`config.mk`:
```
export PLATFORM = sky130hd
export DESIGN_NAME = lcc_entry_ram
export DESIGN_NICKNAME = d
export VERILOG_FILES = /design/src/hdl/lcc_entry_ram.sv
export SDC_FILE = /design/constraint.sdc
export NUM_CORES = 1
export LEC_CHECK = 0
export BUFFER_PORTS_ARGS = -buffer_cell sky130_fd_sc_hd__buf_2
export CAP_MARGIN = 25
export CORE_MARGIN = 3
export CORE_UTILIZATION = 25
export DETAILED_ROUTE_END_ITERATION = 10
export GPL_TIMING_DRIVEN = 0
export PLACE_DENSITY = 0.46
export SKIP_CTS_REPAIR_TIMING = 1
export SLEW_MARGIN = 20
export SYNTH_ARGS = -nofsm -noshare
export SYNTH_HDL_FRONTEND = slang
export SYNTH_SLANG_ARGS = --single-unit
```
`constraint.sdc`:
```
create_clock -name i_clk -period 2.7 [get_ports i_clk]
set_input_delay 0.27 -clock i_clk [delete_from_list [all_inputs] [get_ports i_clk]]
set_output_delay 0.27 -clock i_clk [all_outputs]
set_load 0.05 [all_outputs]
```
`src/hdl/lcc_entry_ram.sv`:
```
module lcc_entry_ram #(
    parameter int WIDTH = 8,
    parameter int DEPTH = 32
) (
    input  logic                     i_clk,
    input  logic                     i_we,
    input  logic [$clog2(DEPTH)-1:0] i_waddr,
    input  logic [WIDTH-1:0]         i_wdata,
    input  logic                     i_re,
    input  logic [$clog2(DEPTH)-1:0] i_raddr,
    output logic [WIDTH-1:0]         o_rdata
);

    logic [WIDTH-1:0] r_mem [DEPTH];
    logic [WIDTH-1:0] r_rdata;

    always_ff @(posedge i_clk) begin
        if (i_we) begin
            r_mem[i_waddr] <= i_wdata;
        end
    end

    always_ff @(posedge i_clk) begin
        if (i_re) begin
            r_rdata <= r_mem[i_raddr];
        end
    end

    assign o_rdata = r_rdata;

endmodule

```
==> flow_metrics.py <==
metrics = {
    "run_status": {
        "status": "finished, final reports clean",
    },
    "clock_network": {
        "cts_made_buffers": 29,
        "cts_tree": "yes",
        "ctsRootBufferMaster": "clkbuf_16",
        "clk-insertion-delay-late_ps": 530,
        "clock_path_buffers": 3,
        "cts_htree_levels": 1,
        "clk_pin_slew_ps": 60,
        "cts.sinks": 264,
    },
    "worst_hold_path": {
        "hold_path_class": "input port to register",
        "min_path_cells": 1,
        "holdPathEnd": "o_rdata[5]",
        "hp-start": "i_re",
    },
    "timing": {
        "drv_slew": 0,
        "final.period_utilization": 0.901,
        "setup_viol": 0,
        "fin_skew_ps": 11.7,
        "timing.final.hold_violations": 0,
        "relSlewSlack": 0.370,
        "rsz0062_at_grt": "false",
        "fmax_mhz": 411,
        "fin_crit_ps": 2430,
        "tightest_slew_ps": 946,
    },
    "worst_setup_path": {
        "worst-path-buf-inv": 2,
        "ff2ff_path_depth": 3,
        "worst_setup_path_end_kind": "register",
        "cp_slowest_cell": "buf_1",
        "regToRegEndpoint": "o_rdata[1]",
        "cpPeakStageDelay_ps": 610,
        "critical-path-top-delay-family": "multiplexers",
        "cp-start-kind": "input port",
        "crit_path_cell_trace": "clkbuf_1 -> buf_1 -> mux4_2 -> mux4_2 -> mux2_2",
        "regToRegSetupSlack_ps": 700,
        "required_ps": 2980,
        "cpMostUsedCell": "mux4_2",
        "path_max_fanout": 10,
        "r2r-start": "r_mem[31][1]",
        "arrival_ps": 2710,
        "crit_type": "input port to register",
    },
    "route": {
        "wirelength_mm": 22.5,
        "drc": 0,
        "viasPerCell": 4.38,
        "via_count": 4444,
        "drtIter0Drc": 339,
        "drt_first_pass_iters": 4,
        "wl_per_cell_um": 22.2,
        "ant_nets": 0,
    },
    "global_routing": {
        "grt_pass1_wl_mm": 32.8,
        "grt_pass1_vias": 4739,
        "grt_use_total": 0.102,
        "grt_max_degree": 33,
        "antenna_found_initial": 1,
        "grt.overflow.total": 0,
    },
    "pwr": {
        "p_comb_frac": 0.054,
        "power.total_mw": 9.01,
        "switching_share": 0.203,
        "power_density_nw_per_um2": 760,
        "seq_power_share": 0.510,
        "power.switching_mw": 1.83,
        "p_leak_nw": 3.58,
        "intPower_mw": 7.18,
        "max-vdd-ir-drop_mv": 0.431,
        "p_clk_frac": 0.437,
    },
    "layout": {
        "area_growth_pct": 16.9,
        "final_cell_area_um2": 11800,
        "layout_common_cells": "edfxtp_1, mux4_2, nor2_1, clkbuf_16, buf_2",
        "n_antenna_cell": 0,
        "instances_no_fill": 1014,
        "drive_above_1_share": 0.329,
        "nets": 492,
        "layout_commonest_cell": "edfxtp_1",
    },
    "floorplan": {
        "start_util": 0.254,
        "die_y_um": 207,
        "rows": 73,
        "core_area_um2": 39900,
        "die_x_um": 207,
        "die_area_um2": 43000,
        "ios": 29,
    },
    "synthesis": {
        "netlist_area_um2": 10100,
        "synth_fp_nets": 438,
        "yosysUniqueCellTypes": 14,
        "ys_seq_elements": 264,
        "syn_avg_cell_area_um2": 24.3,
        "synthCells": 417,
        "yosys_warnings": 0,
        "ys_seq_area_frac": 0.782,
    },
    "placed_design": {
        "gp_congestion": 0.719,
        "io_buffers": 23,
        "post_dp_cell_area_um2": 10900,
        "place_inst": 965,
        "place_hpwl_mm": 14.8,
    },
    "job": {
        "drv_cap": 0,
    },
}
-- worst reg2reg max path, stage by stage (launching register included) --
cell	delay (ps)
edfxtp_1	360
mux4_2	550
mux4_2	530
mux2_2	300
-- layer usage --
metal,track usage,vias to the layer above,part of all wire
met5,0,-,0
met4,0.0199,0,0.015
met1,0.151,2407,0.46
met2,0.160,122,0.46
met3,0.0193,24,0.062
li1,-,1891,-
-- power groups by stage --
stage | Clock [mW] | Sequential (mW) | Combinational (mW)
6_report | 3.93 | 4.59 | 0.483
5_1_grt | 4.19 | 4.59 | 0.518
4_1_cts | 4.02 | 4.59 | 0.495
3_5_place_dp | 0 | 4.68 | 0.494
3_3_place_gp | 0 | 4.67 | 0.484
2_1_floorplan | 0 | 4.71 | 0.243
-- synthesized netlist by cell type, drive strengths merged --
master	count	area (um2)
buf	14	83.8
clkbuf	6	22.5
edfxtp	264	7930
mux2	8	90.1
mux4	80	1800
nand2	1	3.75
nand3	2	10.0
nand3b	5	37.5
nor2	33	124
or3	1	6.26
or3b	3	26.3
-- layout make-up --
cell class / instances / area, um2
flip-flops and latches: 264 / 7930
clock inverters: 16 / 201
multi-input cells: 133 / 2100
well taps: 525 / 657
fillers: 3817 / 28100
clock buffers: 33 / 741
plain buffers: 20 / 106
repair buffers: 23 / 115
-- worst max-delay path by stage --
stage,start,endpoint,slack [ps],depth (start not counted)
floorplan,i_raddr[2],o_rdata[0],490,5
global placement,i_raddr[2],o_rdata[1],-340,5
detailed placement,i_raddr[2],o_rdata[1],-380,5
CTS,i_raddr[2],o_rdata[0],190,5
global route,i_raddr[2],o_rdata[3],180,5
finish,i_raddr[2],o_rdata[1],270,5
-- flip-flops by register name (all words and copies together) (netlist names) --
register	count
r_mem	256
o_rdata	8
-- logic make-up (layout without fill, tap and decap cells) --
family | Yosys count | after routing | share of synthesized area
flip-flops | 264 | 264 | 0.782
multiplexers | 88 | 88 | 0.187
AND/OR/NAND/NOR | 45 | 45 | 0.0205
buffers and inverters | 20 | 92 | 0.0105
-- per-stage QoR --
step / setup TNS, ps / hold slack, ps / setup WS [ps] / utilization
final: 0 / 88.4 / 267 / 0.297
after global routing: 0 / 71.0 / 185 / 0.297
after CTS: 0 / 57.9 / 190 / 0.297
after detailed placement: -2840 / 625 / -378 / 0.273
after global placement: -2590 / 594 / -343 / 0.273
after floorplan: 0 / 369 / 488 / -
(Power assumes the default switching activity.)
