[src/hdl/lcc_pkg.sv]
package lcc_pkg;

    localparam int KEY_W    = 24;
    localparam int OP_W     = 3;
    localparam int STATUS_W = 3;
    localparam int CFG_W    = 6;

    localparam int CAPACITY_DEF    = 32;
    localparam int DATA_WIDTH_DEF  = 64;
    localparam int STAMP_WIDTH_DEF = 32;

    localparam logic [CFG_W-1:0] CAP_RESET = 6'd32;

    typedef enum logic [OP_W-1:0] {
        OP_LOOKUP = 3'd0,
        OP_READ   = 3'd1,
        OP_INSERT = 3'd2,
        OP_REMOVE = 3'd3,
        OP_VICTIM = 3'd4
    } t_op;

    typedef enum logic [STATUS_W-1:0] {
        ST_OK      = 3'd0,
        ST_ABSENT  = 3'd1,
        ST_PRESENT = 3'd2,
        ST_FULL    = 3'd3,
        ST_EMPTY   = 3'd4
    } t_status;

    typedef struct packed {
        logic    done;
        logic    hit;
        t_status status;
    } t_result;

endpackage

[src/hdl/lcc_ctrl.sv]
module lcc_ctrl #(
    parameter int CAPACITY    = lcc_pkg::CAPACITY_DEF,
    parameter int DATA_WIDTH  = lcc_pkg::DATA_WIDTH_DEF,
    parameter int STAMP_WIDTH = lcc_pkg::STAMP_WIDTH_DEF
) (
    input  logic                                             i_clk,
    input  logic                                             i_rst_n,
    input  logic                                             i_start,
    output logic                                             o_busy,
    input  logic [lcc_pkg::OP_W-1:0]                         i_op,
    input  logic [lcc_pkg::KEY_W-1:0]                        i_key,
    input  logic [DATA_WIDTH-1:0]                            i_data,
    input  logic [$clog2(CAPACITY+1)-1:0]                    i_eff_cap,
    output lcc_pkg::t_result                                 o_res,
    output logic [DATA_WIDTH-1:0]                            o_data_out,
    output logic [lcc_pkg::KEY_W-1:0]                        o_victim_key,
    output logic [$clog2(CAPACITY+1)-1:0]                    o_occ_next,
    output logic                                             o_ram_we,
    output logic [$clog2(CAPACITY)-1:0]                      o_ram_waddr,
    output logic [1+lcc_pkg::KEY_W+STAMP_WIDTH+DATA_WIDTH-1:0] o_ram_wdata,
    output logic                                             o_ram_re,
    output logic [$clog2(CAPACITY)-1:0]                      o_ram_raddr,
    input  logic [1+lcc_pkg::KEY_W+STAMP_WIDTH+DATA_WIDTH-1:0] i_ram_rdata
);

    localparam int ADDR_W = $clog2(CAPACITY);
    localparam int OCC_W  = $clog2(CAPACITY + 1);
    localparam int KEY_W  = lcc_pkg::KEY_W;
    localparam int WORD_W = 1 + KEY_W + STAMP_WIDTH + DATA_WIDTH;
    localparam logic [ADDR_W-1:0] LAST = ADDR_W'(CAPACITY - 1);

    typedef enum logic [3:0] {
        S_CLEAR = 4'b0001,
        S_IDLE  = 4'b0010,
        S_SCAN  = 4'b0100,
        S_WRITE = 4'b1000
    } t_state;

    t_state                   r_state, n_state;
    logic [lcc_pkg::OP_W-1:0] r_op, n_op;
    logic [KEY_W-1:0]         r_key, n_key;
    logic [DATA_WIDTH-1:0]    r_din, n_din;
    logic [ADDR_W-1:0]        r_idx, n_idx;
    logic                     r_match_found, n_match_found;
    logic [ADDR_W-1:0]        r_match_idx, n_match_idx;
    logic [DATA_WIDTH-1:0]    r_match_data, n_match_data;
    logic                     r_free_found, n_free_found;
    logic [ADDR_W-1:0]        r_free_idx, n_free_idx;
    logic                     r_best_found, n_best_found;
    logic [STAMP_WIDTH-1:0]   r_best_stamp, n_best_stamp;
    logic [KEY_W-1:0]         r_best_key, n_best_key;
    logic [STAMP_WIDTH-1:0]   r_seq, n_seq;
    logic [OCC_W-1:0]         r_occ, n_occ;

    logic                   w_e_valid;
    logic [KEY_W-1:0]       w_e_key;
    logic [STAMP_WIDTH-1:0] w_e_stamp;
    logic [DATA_WIDTH-1:0]  w_e_data;

    assign w_e_valid = i_ram_rdata[WORD_W-1];
    assign w_e_key   = i_ram_rdata[WORD_W-2 -: KEY_W];
    assign w_e_stamp = i_ram_rdata[STAMP_WIDTH+DATA_WIDTH-1 : DATA_WIDTH];
    assign w_e_data  = i_ram_rdata[DATA_WIDTH-1:0];

    always_ff @(posedge i_clk) begin
        if (!i_rst_n) begin
            r_state <= S_CLEAR;
            r_idx   <= '0;
            r_seq   <= '0;
            r_occ   <= '0;
        end else begin
            r_state <= n_state;
            r_idx   <= n_idx;
            r_seq   <= n_seq;
            r_occ   <= n_occ;
        end
    end

    always_ff @(posedge i_clk) begin
        r_op          <= n_op;
        r_key         <= n_key;
        r_din         <= n_din;
        r_match_found <= n_match_found;
        r_match_idx   <= n_match_idx;
        r_match_data  <= n_match_data;
        r_free_found  <= n_free_found;
        r_free_idx    <= n_free_idx;
        r_best_found  <= n_best_found;
        r_best_stamp  <= n_best_stamp;
        r_best_key    <= n_best_key;
    end

    always_comb begin
        n_state       = r_state;
        n_op          = r_op;
        n_key         = r_key;
        n_din         = r_din;
        n_idx         = r_idx;
        n_match_found = r_match_found;
        n_match_idx   = r_match_idx;
        n_match_data  = r_match_data;
        n_free_found  = r_free_found;
        n_free_idx    = r_free_idx;
        n_best_found  = r_best_found;
        n_best_stamp  = r_best_stamp;
        n_best_key    = r_best_key;
        n_seq         = r_seq;
        n_occ         = r_occ;
        o_ram_we      = 1'b0;
        o_ram_waddr   = r_idx;
        o_ram_wdata   = '0;
        o_ram_re      = 1'b0;
        o_ram_raddr   = '0;
        o_res         = '0;
        o_data_out    = '0;
        o_victim_key  = '0;

        case (r_state)
            S_CLEAR: begin
                o_ram_we = 1'b1;
                if (r_idx == LAST) begin
                    n_idx   = '0;
                    n_state = S_IDLE;
                end else begin
                    n_idx = r_idx + ADDR_W'(1);
                end
            end
            S_IDLE: begin
                if (i_start) begin
                    n_op          = i_op;
                    n_key         = i_key;
                    n_din         = i_data;
                    n_idx         = '0;
                    n_match_found = 1'b0;
                    n_free_found  = 1'b0;
                    n_best_found  = 1'b0;
                    o_ram_re      = 1'b1;
                    n_state       = S_SCAN;
                end
            end
            S_SCAN: begin
                if (w_e_valid && (w_e_key == r_key) && !r_match_found) begin
                    n_match_found = 1'b1;
                    n_match_idx   = r_idx;
                    n_match_data  = w_e_data;
                end
                if (!w_e_valid && !r_free_found) begin
                    n_free_found = 1'b1;
                    n_free_idx   = r_idx;
                end
                if (w_e_valid && (!r_best_found || (w_e_stamp < r_best_stamp))) begin
                    n_best_found = 1'b1;
                    n_best_stamp = w_e_stamp;
                    n_best_key   = w_e_key;
                end
                if (r_idx == LAST) begin
                    n_state = S_WRITE;
                end else begin
                    o_ram_re    = 1'b1;
                    o_ram_raddr = r_idx + ADDR_W'(1);
                    n_idx       = r_idx + ADDR_W'(1);
                end
            end
            S_WRITE: begin
                o_res.done = 1'b1;
                n_state    = S_IDLE;
                case (r_op)
                    lcc_pkg::OP_LOOKUP: begin
                        if (r_match_found) begin
                            o_res.hit   = 1'b1;
                            o_ram_we    = 1'b1;
                            o_ram_waddr = r_match_idx;
                            o_ram_wdata = {1'b1, r_key, r_seq, r_match_data};
                            n_seq       = r_seq + STAMP_WIDTH'(1);
                        end else begin
                            o_res.status = lcc_pkg::ST_ABSENT;
                        end
                    end
                    lcc_pkg::OP_READ: begin
                        if (r_match_found) begin
                            o_res.hit  = 1'b1;
                            o_data_out = r_match_data;
                        end else begin
                            o_res.status = lcc_pkg::ST_ABSENT;
                        end
                    end
                    lcc_pkg::OP_INSERT: begin
                        if (r_match_found) begin
                            o_res.hit    = 1'b1;
                            o_res.status = lcc_pkg::ST_PRESENT;
                        end else if ((r_occ >= i_eff_cap) || !r_free_found) begin
                            o_res.status = lcc_pkg::ST_FULL;
                        end else begin
                            o_ram_we    = 1'b1;
                            o_ram_waddr = r_free_idx;
                            o_ram_wdata = {1'b1, r_key, r_seq, r_din};
                            n_seq       = r_seq + STAMP_WIDTH'(1);
                            n_occ       = r_occ + OCC_W'(1);
                        end
                    end
                    lcc_pkg::OP_REMOVE: begin
                        if (r_match_found) begin
                            o_res.hit   = 1'b1;
                            o_data_out  = r_match_data;
                            o_ram_we    = 1'b1;
                            o_ram_waddr = r_match_idx;
                            o_ram_wdata = '0;
                            if (r_occ != '0) begin
                                n_occ = r_occ - OCC_W'(1);
                            end
                        end else begin
                            o_res.status = lcc_pkg::ST_ABSENT;
                        end
                    end
                    lcc_pkg::OP_VICTIM: begin
                        if (r_best_found) begin
                            o_victim_key = r_best_key;
                        end else begin
                            o_res.status = lcc_pkg::ST_EMPTY;
                        end
                    end
                    default: begin
                    end
                endcase
            end
            default: begin
                n_state = S_IDLE;
            end
        endcase
    end

    assign o_busy     = (r_state != S_IDLE);
    assign o_occ_next = n_occ;

endmodule

[config.mk]
export PLATFORM = sky130hd
export DESIGN_NAME = lcc_ctrl
export DESIGN_NICKNAME = d
export VERILOG_FILES = /design/src/hdl/lcc_pkg.sv /design/src/hdl/lcc_ctrl.sv
export SDC_FILE = /design/constraint.sdc
export NUM_CORES = 1
export LEC_CHECK = 0
export BUFFER_PORTS_ARGS = -buffer_cell sky130_fd_sc_hd__buf_2
export CAP_MARGIN = 0
export CORE_MARGIN = 2
export CORE_UTILIZATION = 40
export CTS_BUF_LIST = sky130_fd_sc_hd__clkbuf_8
export DETAILED_ROUTE_END_ITERATION = 7
export GPL_TIMING_DRIVEN = 0
export PLACE_DENSITY = 0.66
export RECOVER_POWER = 25
export SLEW_MARGIN = 20
export SYNTH_ARGS = -nofsm -noshare
export SYNTH_HDL_FRONTEND = slang
export SYNTH_SLANG_ARGS = --single-unit
[constraint.sdc]
create_clock -name i_clk -period 6.3 [get_ports i_clk]
set_input_delay 0.315 -clock i_clk [delete_from_list [all_inputs] [get_ports i_clk]]
set_output_delay 0.315 -clock i_clk [all_outputs]
set_load 0.01 [all_outputs]
==> results by group <==
Pwr
  – Power Dens Cells: 199 nW/um2
  – Worst VDD drop: 208 uV
  – Leak: 0.00776 uW

Timing
  – Fin Setup TNS: 0 ns
  – Post-route worst setup slack: 2.03 ns
  – Setup Skew: 0.0205 ns
  – Fin. max-slew vios: 0
  – Crit path time final: 4.27 ns
  – RSZ-0062 raised after global routing: no
  – Worst-Margin Slew: 0.957 ns
  – Final period utilization: 67.8%
  – Finish-stage setup viols: 0
  – FMAX: 234 MHz
  – Fin. Hold Viols: 0
  – Slew margin rel.: 35.3%

Yosys
  – Top-count cell post-synth: edfxtp_1
  – Ys async rst share: 0%
  – Post-synthesis net count: 1452
  – Leading area contributor after synthesis: edfxtp_1
  – Most frequently used flop master after synthesis: edfxtp_1
  – Post-synthesis cell count: 1188
  – Synth top cells by count: edfxtp_1 (224), nand2_1 (142), inv_1 (104), nor2_1 (95), clkbuf_1 (73)
  – Number of synthesized flops with an enable pin: 224
  – Post-Syn Area: 13300 um2
  – Avg Inst Size Synth: 11.2 um2
  – Yosys warns: 0
  – Synth top area share: 50.8%
  – Synth Register Bits: 271
  – Area contributors post-synth: edfxtp_1 (51%), dfxtp_1 (7.1%), a32o_1 (4.8%)
  – Post-synthesis cell type count: 64
  – Seq/Total Area, Yosys: 57.9%

Setup path
  – Arrival @ worst endpoint: 3.96 ns
  – Critical R2R Capture: r_best_key[13]
  – FF-to-FF Start: r_state[2]
  – Crit. End Element: output port
  – Reg2Reg Depth: 8
  – CP Launch Type: flip-flop
  – Worst path required time: 5.98 ns
  – Crit path kind: flip-flop to output port
  – Worst reg2reg setup slack: 2.56 ns
  – Crit Path Max Fanout: 10

Drt
  – Routed len/inst: 20.7 um
  – Initial DRC count: 953
  – Post-Route WL: 49300 um
  – # DRC: 0
  – Vias: 12800
  – Final ANT Viol Nets: 0
  – Vias per inst: 5.37
  – Drt pass-1 iters: 5

Floorplan
  – Initial Util: 40.6%
  – Core Region: 32600 um2
  – DIE AREA: 34600 um2
  – DIE HEIGHT: 186 um
  – Die Wd: 186 um
  – Core Rows: 66
  – IO Pins: 454

Worst hold path
  – Worst min path class: input port to flip-flop
  – Hold path startpoint: i_start
  – Hold EP: r_state[2]
  – Worst hold stages: 3

Place
  – Post-DP HPWL: 34400 um
  – DP Area: 16200 um2
  – IO buf count: 452
  – Place WS: 2.57 ns
  – Placer congestion estimate: 0.933

Clock network
  – TritonCTS clock tree: yes
  – CTS Sinks: 271
  – Worst skew pair latency: 0.57 ns
  – Number of buffers created by CTS: 47
  – Clock transition at path regs: 0.06 ns
  – Bufs on Longest Clock Path: 3
  – Post-cts sizing count: 0
  – CTS HTree Levels: 2
  – CTS root buf: clkbuf_8

GRT
  – Tot GR Track Use: 27.6%
  – Number of global-route vias before repair: 13100
  – Total global routing overflow: 0
  – First-pass GRT wire length: 73000 um
  – Initial antenna violation count: 3
  – Largest net degree at the start of global routing: 66

Job
  – Max Cap Viol: 0

Final layout
  – Layout cells sized above 1: 25.5%
  – Area growth from synthesis to layout: 44.4%
  – Final Util: 58.7%
  – Final Net Count: 2168
  – Final instance area: 19100 um2

Outcome
  – Status: finished, final reports clean
sequential cells by signal, summed over array words and instances (netlist names), 5 cells and up:
register      cells
r_match_idx       5
r_match_data     64
r_din            64
r_best_stamp     32
r_occ             6
r_seq            32
r_idx             5
r_key            24
r_best_key       24
r_free_idx        5
layer usage:
metal  vias to the layer above  GRT usage (%)  share of wire [%]
met2                       743           48.2                 49
met1                      6037           31.3                 36
met4                         0           14.4                5.4
met3                       142           6.46                8.7
met5                         -              0                  0
li1                       5896              -                  -
power by group:
group / total (uW) / internal, uW / switching (uW)
Sequential: 1960 / 1950 / 13.7
Clock: 1560 / 805 / 757
Combinational: 292 / 174 / 119
Total: 3820 / 2930 / 889
worst max-delay path by stage:
stage / start / endpoint / slack [ns] / cells after the start
2_1_floorplan: r_state[3] / r_best_key[0] / 1.29 / 6
3_3_place_gp: r_state[3] / r_best_key[22] / -0.42 / 6
3_5_place_dp: r_state[2] / r_best_key[22] / 2.57 / 8
4_1_cts: r_occ[0] / o_ram_wdata[99] / 2.11 / 10
5_1_grt: r_occ[1] / o_ram_wdata[99] / 1.85 / 9
6_report: r_occ[0] / o_ram_wdata[99] / 2.03 / 10
metrics by stage:
stage	instances	hold WS [ns]	power, uW
floorplan	1188	0.414	2070
global placement	2082	0.457	2170
detailed placement	2086	0.476	2180
CTS	2383	0.140	3830
global route	2386	0.161	3930
finish	2386	0.177	3820
what timing repair did:
item	4_1_cts	5_1_grt
hold buffers	211	0
setup buffers	0	0
endpoints found under the hold margin	211	0
cell families after synthesis:
kind of cell / synth area share, %
flops: 57.9
xor+xnor: 1.85
simple gates: 14.4
mux: 1.52
compound gates: 14.8
fa+ha+maj: 4.06
buf+inv: 5.54
placed cells by master, fill, tap and decap left out, types with 9 or more instances in the layout:
master / instances
a211oi_1: 58
buf_2: 411
o41ai_1: 19
xnor2_1: 27
edfxtp_1: 224
nand4_1: 19
and3_1: 9
dlygate4sd3_1: 211
clkinv_1: 12
a21oi_1: 29
nor4_1: 12
inv_1: 119
a32o_1: 64
clkbuf_8: 49
clkbuf_1: 122
nand3_1: 23
ha_1: 43
dfxtp_1: 47
o311ai_0: 18
and2_1: 28
o21ai_0: 19
nor2_1: 95
mux2i_1: 19
nand2_1: 142
critical path: stages, from the launching register on:
cell      delay, ns
dfxtp_1        0.45
inv_1          0.18
ha_1           0.30
nor2_1         0.08
a21oi_1        0.11
o21ai_0        0.59
nand3_1        0.32
clkbuf_1       0.35
clkbuf_1       0.33
a211oi_1       0.47
buf_2          0.23
layout make-up:
type / instances / area, um2
Buffer: 86 / 340
Multi-Input combinational cell: 726 / 4880
Clock buffer: 49 / 674
Tap cell: 442 / 553
Clock inverter: 37 / 209
Sequential cell: 271 / 7670
Inverter: 105 / 399
Antenna cell: 3 / 7.51
Timing Repair Buffer: 667 / 4410
Fill cell: 2687 / 13500
Power figures use the tool's default switching activity.
